$ cat config.mk
export PLATFORM = sky130hd
export DESIGN_NAME = bf3_out_fifo
export DESIGN_NICKNAME = d
export VERILOG_FILES = /design/src/rtl/bf3_pkg.sv /design/src/rtl/bf3_out_fifo.sv
export SDC_FILE = /design/constraint.sdc
export NUM_CORES = 1
export LEC_CHECK = 0
export BUFFER_PORTS_ARGS = -buffer_cell sky130_fd_sc_hd__buf_2
export CAP_MARGIN = 20
export CORE_ASPECT_RATIO = 1.5
export CORE_MARGIN = 2
export CORE_UTILIZATION = 55
export CTS_CLUSTER_DIAMETER = 60
export CTS_CLUSTER_SIZE = 16
export DETAILED_ROUTE_END_ITERATION = 7
export PLACE_DENSITY = 0.74
export SYNTH_ARGS = -nofsm -noshare
export SYNTH_HDL_FRONTEND = slang
export SYNTH_SLANG_ARGS = --single-unit
$ cat constraint.sdc
create_clock -name clk -period 2.9 [get_ports clk]
set_input_delay 0.725 -clock clk [delete_from_list [all_inputs] [get_ports clk]]
set_output_delay 0.725 -clock clk [all_outputs]
set_load 0.005 [all_outputs]
$ cat src/rtl/bf3_pkg.sv
package bf3_pkg;

	localparam int PIXEL_W     = 8;
	localparam int WIN_SIZE    = 3;
	localparam int COL_SUM_W   = 10;
	localparam int WIN_SUM_W   = 12;

	localparam int CFG_WIDTH_W  = 11;
	localparam int CFG_HEIGHT_W = 13;
	localparam int CFG_DATA_W   = 13;
	localparam int CFG_INDEX_W  = 1;
	localparam int CFG_WIDTH_MAX = (1 << CFG_WIDTH_W) - 1;
	localparam int ROW_W        = 12;

	localparam logic [CFG_INDEX_W-1:0] REG_IMAGE_WIDTH  = 1'b0;
	localparam logic [CFG_INDEX_W-1:0] REG_IMAGE_HEIGHT = 1'b1;

	localparam logic [CFG_WIDTH_W-1:0]  IMAGE_WIDTH_RESET  = 11'd512;
	localparam logic [CFG_HEIGHT_W-1:0] IMAGE_HEIGHT_RESET = 13'd512;
	localparam logic [CFG_HEIGHT_W-1:0] MAX_HEIGHT         = 13'd4096;

	localparam logic OP_PIXEL = 1'b0;
	localparam logic OP_FLUSH = 1'b1;

	// floor(x / 9) == (x * 7282) >> 16 for every window sum (x <= 2295)
	localparam int                     DIV9_RECIP_W = 13;
	localparam logic [DIV9_RECIP_W-1:0] DIV9_RECIP  = 13'd7282;
	localparam int                     DIV9_SHIFT   = 16;
	localparam int                     PROD_W       = WIN_SUM_W + DIV9_RECIP_W;

	localparam int OUT_FIFO_DEPTH = 8;
	localparam int FIFO_PTR_W     = $clog2(OUT_FIFO_DEPTH);
	localparam int FIFO_CNT_W     = $clog2(OUT_FIFO_DEPTH + 1);

	typedef logic [PIXEL_W-1:0] pixel_t;

	// [0] = two rows above, [1] = row above, [2] = current row
	typedef pixel_t [WIN_SIZE-1:0] column_t;

	typedef struct packed {
		logic   operation;
		pixel_t pixel;
	} bf3_in_t;

	typedef struct packed {
		pixel_t filtered_pixel;
		logic   last_of_frame;
	} bf3_out_t;

endpackage

$ cat src/rtl/bf3_out_fifo.sv
module bf3_out_fifo (
	input  logic              clk,
	input  logic              arst_n,
	input  logic              push,
	input  bf3_pkg::bf3_out_t push_data,
	input  logic              pop,
	output logic              out_valid,
	output bf3_pkg::bf3_out_t out_data
);
	import bf3_pkg::*;

	bf3_out_t              mem_q [OUT_FIFO_DEPTH];
	logic [FIFO_PTR_W-1:0] wr_ptr_q;
	logic [FIFO_PTR_W-1:0] rd_ptr_q;
	logic [FIFO_CNT_W-1:0] count_q;

	always_ff @(posedge clk) begin
		if (push) begin
			mem_q[wr_ptr_q] <= push_data;
		end
	end

	always_ff @(posedge clk or negedge arst_n) begin
		if (!arst_n) begin
			wr_ptr_q <= '0;
			rd_ptr_q <= '0;
			count_q  <= '0;
		end else begin
			if (push) begin
				wr_ptr_q <= wr_ptr_q + FIFO_PTR_W'(1);
			end
			if (pop) begin
				rd_ptr_q <= rd_ptr_q + FIFO_PTR_W'(1);
			end
			case ({push, pop})
				2'b10:   count_q <= count_q + FIFO_CNT_W'(1);
				2'b01:   count_q <= count_q - FIFO_CNT_W'(1);
				default: count_q <= count_q;
			endcase
		end
	end

	assign out_valid = (count_q != '0);
	assign out_data  = mem_q[rd_ptr_q];
endmodule

==> results.md <==
- Placed wire-length estimate: 3.78 mm
- Ports: 23
- CTS Sinks: 82
- Area growth, synth to finish: 12.6%
- CP peak stage delay: ~880 ps
- Final worst-path cycle share: roughly 96%
- Largest net degree at the start of global routing: 21
- CTS tree: done
- Clock Power Share: 21.7%
- Routed length per instance: 20.7 microns
- TritonCTS buffer count: 9
- Comb pwr share: roughly 30%
- Slowest CP cell: dfrtp_1
- Setup Fix Bufs, Post-CTS: 0
- Final Hold Fails: 0
- Die Area: 6720 sq um
- Core area: slightly below 6000 sq um
- Status: completed
- Hold_buf cts: 0
- Share of power burned in registers: between 40% and 50%
- Post-CTS sizing: 0
- HP Class: in2async
- DR vias: between 1500 and 2000
- Placed cell count: roughly 260
- Psw: approximately 990 uW
- Sequential share of the synthesized area: between 70% and 80%
- Mean Syn Cell Area: around 21 sq um
- Post-Syn Instances: approximately 160
- Overall die width: ~68 microns
- Max-slew headroom: a little under half
- Cell Chain, Critical Path: mux4_1 -> mux2_4 -> buf_2
- Final #Nets: 212
- Drt first pass iters: 4
- Final setup fails: 0
- Initial Utilization: a little under three fifths
- H-Tree Depth: 3
- Distinct cells, synth: 24
- Post-synth EDFFs: 72
- YS warnings: 0
- CP Buf/Inv Count: 1
- Share of layout cells above drive strength 1: 32.7%
- Syn nets: between 150 and 200
- Number of global-route vias before repair: 1695
- CTS root buf: clkbuf_8
- Post-synth ARST share: between 10% and 20%
- Grt ovf: 0
- Critical path peak fanout: 20
- Setup TNS: 0 ps
- First-iteration detailed-routing DRC count: 101
- CP Launch Type: flip-flop
- Global-route wire length before repair: between 8 and 9 mm
- Number of synthesized register bits: between 80 and 90
- Std cell rows: 34
- Switching Fraction: 28.0%
- Antenna violations before repair: 0
- Final antenna diode count: 0
- F_max: 0.360 GHz
- CTS Buffer Depth: 2
- Crit end category: primary output
- CP arrival: 2050 ps
- Die height: 99.4 microns
- Pleak: approximately 0.0014 uW
- Max-slew violation count: 0
- RSZ-0062 raised after global routing: no
- Final Critical Period: between 2000 and 3000 ps
- Setup CP Type: reg2out
- Worst Path Required: approximately 2200 ps
- Number of port buffers: 22
- Clk slew on worst S/H paths: ~80 ps
- Setup Skew: 5.96 ps
- Tot GR Track Use: between 10% and 20%
- Pwr dens: 942 nW/um^2
- Peak supply drop: approximately 0.55 mV
- Final Instance Count excl. Fillers: around 270
- DRT antenna net count: 0
- Fillers: 386
- DRT Wirelength: approximately 5.6 mm
- Post-layout power: about 3500 uW
- Crit path max-delay family: flip-flops
- DR vias/cell: 5.74
- Final Wtd Congestion: 0.749
- Worst Tran Pin Value: about 800 ps
- Residual DRC count: 0
- MaxCap Viol Count: 0
- Ys flop type: edfxtp_1
- Worst skew pair latency: ~340 ps
- Pint: between 2000 and 3000 uW
- Cell area after synthesis: around 3300 sq um
placed cells by master, fill, tap and decap left out:
cell type,count
o21ai_0,1
dfrtp_1,10
edfxtp_1,72
a21oi_1,1
buf_12,1
buf_2,22
nand2_1,5
nor3_1,2
mux2_2,3
a31oi_1,1
xnor2_1,3
clkbuf_8,9
clkinvlp_4,2
or4_1,1
nand2b_1,4
bufinv_16,1
or4b_1,1
nand3b_1,1
clkbuf_1,1
mux2_4,9
or3_1,1
buf_4,8
clkinv_2,1
mux4_2,9
inv_1,1
clkinv_1,2
mux4_1,9
xor2_1,6
nor2_1,7
ha_1,5
final timing paths:
path / startpoint / to / slack (ps) / depth (start not counted)
max reg2reg: wr_ptr_q[0] / mem_q[0][5] / 1170 / 3
max: rd_ptr_q[1] / out_data[5] / 120 / 3
min reg2reg: count_q[3] / count_q[3] / 480 / 1
min: arst_n / wr_ptr_q[2] / 220 / 1
max in group asynchronous: arst_n / rd_ptr_q[1] / 2480 / 1
min in group clk: count_q[3] / count_q[3] / 480 / 1
Yosys cell counts (2+ instances only):
cell type | number | area, sq um
buf_2 | 3 | 15.0
dfrtp_1 | 10 | 250
edfxtp_1 | 72 | 2160
ha_1 | 5 | 62.6
mux2_2 | 3 | 33.8
mux2_4 | 9 | 135
mux4_1 | 9 | 236
mux4_2 | 9 | 203
nand2_1 | 5 | 18.8
nand2b_1 | 4 | 25.0
nor2_1 | 7 | 26.3
nor3_1 | 2 | 10.0
xnor2_1 | 3 | 26.3
xor2_1 | 6 | 52.6
state kept, by name (all words and copies together), names as in the netlist:
name	flops
count_q	4
mem_q	72
rd_ptr_q	3
wr_ptr_q	3
layer usage:
metal / track usage [%] / up-vias / wire length (microns)
met2: 32.1 / 23 / 3100
met3: 4.52 / 9 / 152
met5: 0 / - / 0
met1: 24.8 / 811 / 2270
met4: 8.01 / 0 / 96
li1: - / 713 / -
power by group through the flow:
| stage | Sequential (uW) | Combinational, uW | Clock [uW] |
|---|---|---|---|
| detailed placement | 1750 | 1070 | 0 |
| CTS | 1730 | 1070 | 792 |
| global placement | 1720 | 1020 | 0 |
| finish | 1720 | 1050 | 767 |
| floorplan | 1610 | 862 | 0 |
| global route | 1750 | 1160 | 840 |
worst reg2reg max path, stage by stage (launching register included):
cell and delay (ps):
dfrtp_1 420, nand2b_1 200, nor3_1 520, buf_4 290
logic make-up (layout without fill, tap and decap cells):
group                      count (synthesis)  in the layout  share of synthesized area, %
buffers and inverters                      6             48                          1.50
muxes                                     30             30                          18.2
DFF                                       82             82                          72.2
and+or+nand+nor                           22             22                          3.33
AOI/OAI and AO/OA                          3              3                         0.487
xor gates and xnor gates                   9              9                          2.36
adders and majority gates                  5              5                          1.87
metrics by stage:
step                worst slack (ps)  hold slack, ps  cell area (sq um)  utilization, %
finish                           124             224               3760            64.5
global route                    39.4             225               3760            64.5
CTS                             87.8             217               3760            64.5
detailed placement               470             462               3570            61.3
global placement                 500             447               3570            61.3
floorplan                        786             429               3340               -
area by class of cell:
cell class / count / area [sq um] / area share (%)
Sequential cell: 82 / 2410 / 64.2
Multi-Input combinational cell: 69 / 877 / 23.3
Timing Repair Buffer: 31 / 190 / 5.06
Clock buffer: 10 / 128 / 3.40
Tap cell: 72 / 90.1 / 2.40
Clock inverter: 6 / 57.6 / 1.53
Inverter: 1 / 3.75 / 0.0999
No activity file was read; power rests on OpenSTA's default activity.
