[src/rtl/bf3_pkg.sv]
package bf3_pkg;

	localparam int PIXEL_W     = 8;
	localparam int WIN_SIZE    = 3;
	localparam int COL_SUM_W   = 10;
	localparam int WIN_SUM_W   = 12;

	localparam int CFG_WIDTH_W  = 11;
	localparam int CFG_HEIGHT_W = 13;
	localparam int CFG_DATA_W   = 13;
	localparam int CFG_INDEX_W  = 1;
	localparam int CFG_WIDTH_MAX = (1 << CFG_WIDTH_W) - 1;
	localparam int ROW_W        = 12;

	localparam logic [CFG_INDEX_W-1:0] REG_IMAGE_WIDTH  = 1'b0;
	localparam logic [CFG_INDEX_W-1:0] REG_IMAGE_HEIGHT = 1'b1;

	localparam logic [CFG_WIDTH_W-1:0]  IMAGE_WIDTH_RESET  = 11'd512;
	localparam logic [CFG_HEIGHT_W-1:0] IMAGE_HEIGHT_RESET = 13'd512;
	localparam logic [CFG_HEIGHT_W-1:0] MAX_HEIGHT         = 13'd4096;

	localparam logic OP_PIXEL = 1'b0;
	localparam logic OP_FLUSH = 1'b1;

	// floor(x / 9) == (x * 7282) >> 16 for every window sum (x <= 2295)
	localparam int                     DIV9_RECIP_W = 13;
	localparam logic [DIV9_RECIP_W-1:0] DIV9_RECIP  = 13'd7282;
	localparam int                     DIV9_SHIFT   = 16;
	localparam int                     PROD_W       = WIN_SUM_W + DIV9_RECIP_W;

	localparam int OUT_FIFO_DEPTH = 8;
	localparam int FIFO_PTR_W     = $clog2(OUT_FIFO_DEPTH);
	localparam int FIFO_CNT_W     = $clog2(OUT_FIFO_DEPTH + 1);

	typedef logic [PIXEL_W-1:0] pixel_t;

	// [0] = two rows above, [1] = row above, [2] = current row
	typedef pixel_t [WIN_SIZE-1:0] column_t;

	typedef struct packed {
		logic   operation;
		pixel_t pixel;
	} bf3_in_t;

	typedef struct packed {
		pixel_t filtered_pixel;
		logic   last_of_frame;
	} bf3_out_t;

endpackage

[src/rtl/bf3_col_cell.sv]
module bf3_col_cell (
	input  logic                      clk,
	input  logic                      shift_en,
	input  bf3_pkg::column_t          col_in,
	output bf3_pkg::column_t          col_out,
	output logic [bf3_pkg::COL_SUM_W-1:0] col_sum
);
	import bf3_pkg::*;

	column_t col_q;

	always_ff @(posedge clk) begin
		if (shift_en) begin
			col_q <= col_in;
		end
	end

	assign col_out = col_q;
	assign col_sum = COL_SUM_W'(col_q[0]) + COL_SUM_W'(col_q[1]) + COL_SUM_W'(col_q[2]);
endmodule

[config.mk]
export PLATFORM = sky130hd
export DESIGN_NAME = bf3_col_cell
export DESIGN_NICKNAME = d
export VERILOG_FILES = /design/src/rtl/bf3_pkg.sv /design/src/rtl/bf3_col_cell.sv
export SDC_FILE = /design/constraint.sdc
export NUM_CORES = 1
export LEC_CHECK = 0
export BUFFER_PORTS_ARGS = -buffer_cell sky130_fd_sc_hd__buf_2
export CORE_MARGIN = 4
export CORE_UTILIZATION = 47
export CTS_BUF_LIST = sky130_fd_sc_hd__clkbuf_2 sky130_fd_sc_hd__clkbuf_4 sky130_fd_sc_hd__clkbuf_8
export CTS_CLUSTER_DIAMETER = 30
export CTS_CLUSTER_SIZE = 14
export DETAILED_ROUTE_END_ITERATION = 16
export PLACE_DENSITY = 0.86
export SETUP_SLACK_MARGIN = 0.05
export SKIP_LAST_GASP = 1
export SYNTH_ARGS = -nofsm -noshare
export SYNTH_HDL_FRONTEND = slang
export SYNTH_SLANG_ARGS = --single-unit
[constraint.sdc]
create_clock -name clk -period 3.6 [get_ports clk]
set_clock_uncertainty 0.05 [all_clocks]
set_input_delay 0.9 -clock clk [delete_from_list [all_inputs] [get_ports clk]]
set_output_delay 0.9 -clock clk [all_outputs]
set_load 0.05 [all_outputs]
==> out/qor.csv, run 1 <==
metric,value,unit
status,"complete, no violations",
rsz0062_at_grt,true,
mostFrequentLayoutCell,buf_2,
nets,188,
post-route-cell-area,1850,um2
drive_gt1_share,63.4,%
multi_input_area,639,um2
place_congestion,0.712,
cellLeakagePower,0.808,nW
hold_class,in -> reg,
std_cell_rows,18,
p_per_area,726,nW/um2
crit_end,col_sum[7],
antenna_found_initial,0,
grt_overflow,0,
avgSynthCellArea,15.8,um2
diodes,0,
initial_utilization,49.1,%
fmax,282,MHz
die_h,58.9,um
fin_util,74.7,%
crit_path_start,col_out[1],
ir_worst_vdd,0.681,mV
dp.cells,166,
cts_buffers,3,
clk_pin_slew,0.13,ns
worstHoldPathCells,1,
die-width,58.9,um
period_share,98.4,%
pin_count,60,
fin_cells,175,
required,2.65,ns
slew_viol_final,0,
cts-htree-levels,1,
clockRootBuffer,clkbuf_4,
clock-sinks,24,
grt_pass1_vias,970,
placed_area,1590,um2
setup_viol_count_final,0,
synth-seq-area-share,59.2,%
dr.pass1.iters,2,
final.setup.tns,0,ns
yosysWarnings,0,
synth_seq_cells,24,
grt_usage,17.5,%
power.total,1.34,mW
cts_hold_repair.buffers,0,
portBuffers,59,
n_fill_cell,159,
worstPathArrival,2.59,ns
crit_path_end_kind,output pin,
synth_fp_nets,119,
worstSetupStartpointType,flop,
grt_max_degree,25,
vias_per_cell,5.02,
wirelength,2720,um
syn_inst,77,
grt_pass1_wl,4430,um
cts_tree,yes,
finalHoldViolations,0,
final_cell_mix,"buf_2, edfxtp_1, inv_1",
coreArea,2480,um2
max-slew-margin-rel,65.0,%
largest_register_ffs,24,
cap_viol_max_count,0,
clock_path_buffers,2,
fp.dieArea,3470,um2
ff_latch_area,721,um2
drt_iter0_markers,9,
crit_path_max_fanout,2,
post_drt_wl_per_cell,15.6,um
final_antenna_net_count,0,
drc,0,
worst_pin_slew,0.525,ns
synth.cell_area,1220,um2
worstSetupPathType,reg -> out,
syn2layout_area_growth,52.1,%
fin_crit,3.54,ns
ys_types,23,
place_hpwl,2030,um
vias,878,
-- power by group --
group          internal [mW]  total [mW]  switching [mW]
combinational          0.291       0.804           0.513
clock                  0.113       0.194          0.0813
sequential             0.333       0.347          0.0146
total                  0.736        1.34           0.609
-- synth_stat cells (all sizes together) --
library cell	count	area, um2
a211oi	2	15.0
a21o	1	7.51
a21oi	4	23.8
a221o	1	10.0
a31oi	1	6.26
edfxtp	24	721
fa	9	180
ha	7	87.6
inv	9	33.8
nand2	2	7.51
nand2b	1	6.26
nand3	1	5.00
nor2	2	7.51
nor2b	3	28.8
nor3	1	5.00
nor4b	1	8.76
o21ai	1	5.00
o21bai	2	15.0
xnor2	4	35.0
xor2	1	8.76
-- through the flow --
stage	setup slack (ns)	hold slack (ns)
after CTS	0.0227	0.692
after global placement	0.135	1.03
after floorplan	-0.0620	0.949
after global routing	-0.0407	0.676
final	0.0593	0.698
after detailed placement	0.0345	1.03
-- what timing repair did --
action                                 in CTS  in global routing
pin swaps                                  13                 10
setup endpoints to repair                   5                  6
buffers inserted                            4                  1
endpoints found under the hold margin       0                  0
gates resized for setup                    30                  5
-- worst max-delay path, stage by stage (launching register included) --
cell,delay [ns]
edfxtp_1,0.44
fa_1,0.54
ha_4,0.19
fa_2,0.36
a21oi_2,0.18
nor2b_2,0.08
a31oi_4,0.18
xnor2_2,0.14
buf_6,0.17
-- final cells by class --
class / count / share of cell area [%]
inverters: 9 / 1.82
repair buffers: 64 / 19.9
well taps: 30 / 2.03
flip-flops and latches: 24 / 38.9
clock buffers: 3 / 1.22
multi-input cells: 44 / 34.5
clock inverters: 1 / 1.62
-- layer usage --
metal / GRT usage, % / routed length (um)
met3: 2.41 / 99
met5: 0 / 0
met1: 19.1 / 942
met2: 32.6 / 1620
met4: 8.74 / 59
-- logic make-up (layout without fill, tap and decap cells) --
family,count (synthesis),count (layout),share of synthesized area [%]
fa+ha+maj,16,16,22.0
flops,24,24,59.2
buf+inv,9,77,2.77
simple gates,11,11,5.65
compound gates,12,12,6.78
xor+xnor,5,5,3.60
-- how the worst min path moves through the flow --
| stage | to | startpoint | slack [ns] |
|---|---|---|---|
| after floorplan | col_out[0] | col_in[0] | 0.95 |
| after global placement | col_out[12] | col_in[12] | 1.03 |
| after detailed placement | col_out[11] | col_in[11] | 1.03 |
| after CTS | col_out[11] | col_in[11] | 0.69 |
| after global routing | col_out[10] | col_in[10] | 0.68 |
| final | col_out[21] | col_in[21] | 0.70 |
Note: power is estimated with default switching activity, not from simulation.
==> inputs of run 2 (changes only) <==
--- a/config.mk
+++ b/config.mk
@@ -7,12 +7,12 @@
 export LEC_CHECK = 0
 export BUFFER_PORTS_ARGS = -buffer_cell sky130_fd_sc_hd__buf_2
 export CORE_MARGIN = 4
-export CORE_UTILIZATION = 47
+export CORE_UTILIZATION = 42
 export CTS_BUF_LIST = sky130_fd_sc_hd__clkbuf_2 sky130_fd_sc_hd__clkbuf_4 sky130_fd_sc_hd__clkbuf_8
 export CTS_CLUSTER_DIAMETER = 30
 export CTS_CLUSTER_SIZE = 14
 export DETAILED_ROUTE_END_ITERATION = 16
-export PLACE_DENSITY = 0.86
+export PLACE_DENSITY = 0.81
 export SETUP_SLACK_MARGIN = 0.05
 export SKIP_LAST_GASP = 1
 export SYNTH_ARGS = -nofsm -noshare
==> constraint.sdc (replaced) <==
create_clock -name clk -period 3.2 [get_ports clk]
set_clock_uncertainty 0.05 [all_clocks]
set_input_delay 0.8 -clock clk [delete_from_list [all_inputs] [get_ports clk]]
set_output_delay 0.8 -clock clk [all_outputs]
set_load 0.05 [all_outputs]
==> run 2 against run 1 <==
The flow now finishes with violations (negative setup slack). Final area up 4.5%. Critical endpoint is now col_sum[8]. Count of clock-buffer cells in the layout unchanged. Largest cell class unchanged. Clock power down 34%.
==> out/qor.csv, run 2 (synthesis results as in run 1) <==
metric,value,unit,change
pwr-share-seq,25.9,%,about the same
setup_viol_count_final,6,,+6
rsz0062_at_grt,true,,
grt_max_degree,25,,unchanged
clk_pin_slew,0.13,ns,about the same
drt_iter0_markers,14,,+5
clkPwrFrac,8.6,%,-5.8 points
grt_overflow,0,,unchanged
syn2layout_area_growth,59.0,%,
place_hpwl,2190,um,+8.0%
die_h,61.8,um,+5.0%
antenna_found_initial,0,,unchanged
max-slew-margin-rel,65.5,%,+0.51 points
worstSetupStartpointType,flop,,
worst_pin_slew,0.517,ns,-0.00758 ns
clockRootBuffer,clkbuf_4,,
worstPathArrival,2.57,ns,-0.02 ns
grt_usage,15.3,%,-2.2 points
largest_register_ffs,24,,unchanged
cts-htree-levels,1,,unchanged
ir_worst_vdd,0.782,mV,+15%
place_congestion,0.695,,-2.3%
final_antenna_net_count,0,,unchanged
fp.dieArea,3820,um2,+10%
drive_gt1_share,63.9,%,+0.42 points
required,2.35,ns,-0.30 ns
grt_pass1_vias,962,,-0.82%
die-width,61.8,um,+5.0%
clock_path_buffers,2,,unchanged
violations,negative setup slack,,
fin_crit,3.42,ns,
p_sw_share,45.7,%,+0.45 points
slew_viol_final,0,,unchanged
cts_tree,yes,,
period_share,107,%,
final_cell_mix,"buf_2, edfxtp_1, buf_4",,
dr.pass1.iters,3,,+1
drc,0,,unchanged
final.setup.tns,-1.23,ns,-1.23 ns
cellLeakagePower,0.859,nW,+6.3%
initial_utilization,44.1,%,-5.0 points
portBuffers,59,,unchanged
vias,891,,+1.5%
cts_buffers,3,,unchanged
finalHoldViolations,0,,unchanged
pin_count,60,,unchanged
cap_viol_max_count,0,,unchanged
mostFrequentLayoutCell,buf_2,,
hold_ws,0.608,ns,-0.0900 ns
power.total,1.50,mW,+12%
hold_class,in -> reg,,
p_comb_share,65.5,%,+5.7 points
intPower,817,uW,+11%
std_cell_rows,19,,+1
coreArea,2760,um2,+11%
p_sw,688,uW,+13%
final.setup.worst_slack,-0.222,ns,-0.281 ns
cts_hold_repair.buffers,0,,unchanged
diodes,0,,unchanged
p_per_area,777,nW/um2,+7.0%
wirelength,2770,um,+1.7%
fmax,292,MHz,
vias_per_cell,4.79,,-4.5%
worstSetupPathType,reg -> out,,
grt_pass1_wl,4150,um,-6.2%
status,"complete, but fails checks",,
crit_path_max_fanout,2,,unchanged
nets,198,,+5.3%
post_drt_wl_per_cell,14.9,um,-4.3%
crit_path_end_kind,output pin,,
clock-sinks,24,,unchanged
## run 2: final cells by class
type,count,area (um2)
Clock buffer,3,22.5
Clock inverter,1,3.75
Fill cell,180,822
Inverter,9,33.8
Multi-Input combinational cell,44,647
Sequential cell,24,721
Tap cell,31,38.8
Timing Repair Buffer,74,469
## run 2: routing by layer
| metal | GRT usage [%] | routed length, um |
|---|---|---|
| met1 | 16.6 | 1010 |
| met5 | 0 | 0 |
| met4 | 4.55 | 19 |
| met3 | 5.79 | 202 |
| met2 | 27.8 | 1540 |
## run 2: worst max-delay path: stages, from the launching register on
cell and delay [ns]:
edfxtp_1 0.43, fa_1 0.51, ha_1 0.36, a211oi_4 0.29, nor3_2 0.11, buf_4 0.16, a211oi_4 0.23, buf_6 0.18
## run 2: what timing repair did
item | CTS | global route
pin swaps | 12 | 5
endpoints found under the setup margin | 7 | 8
setup buffers | 4 | 4
resized for setup | 25 | 5
## run 2: final timing paths
| check | to | depth (start not counted) | start | slack [ns] |
|---|---|---|---|---|
| worst min-delay path | col_out[20] | 1 | col_in[20] | 0.61 |
| worst max-delay path | col_sum[8] | 7 | col_out[2] | -0.22 |
## run 2: through the flow
| stage | setup slack (ns) | std cells | area (um2) | util [%] |
|---|---|---|---|---|
| detailed placement | -0.109 | 175 | 1730 | 62.7 |
| finish | -0.222 | 186 | 1940 | 70.2 |
| global placement | -0.0208 | 175 | 1730 | 62.7 |
| floorplan | -0.238 | 77 | 1340 | - |
| CTS | -0.234 | 183 | 1890 | 68.6 |
| global route | -0.334 | 186 | 1940 | 70.2 |
## run 2: power groups by stage
stage	Sequential [mW]	Combinational, mW	Clock, mW
2_1_floorplan	0.484	0.559	0
3_3_place_gp	0.396	0.808	0
3_5_place_dp	0.398	0.828	0
4_1_cts	0.391	0.965	0.132
5_1_grt	0.394	1.04	0.149
6_report	0.390	0.986	0.129
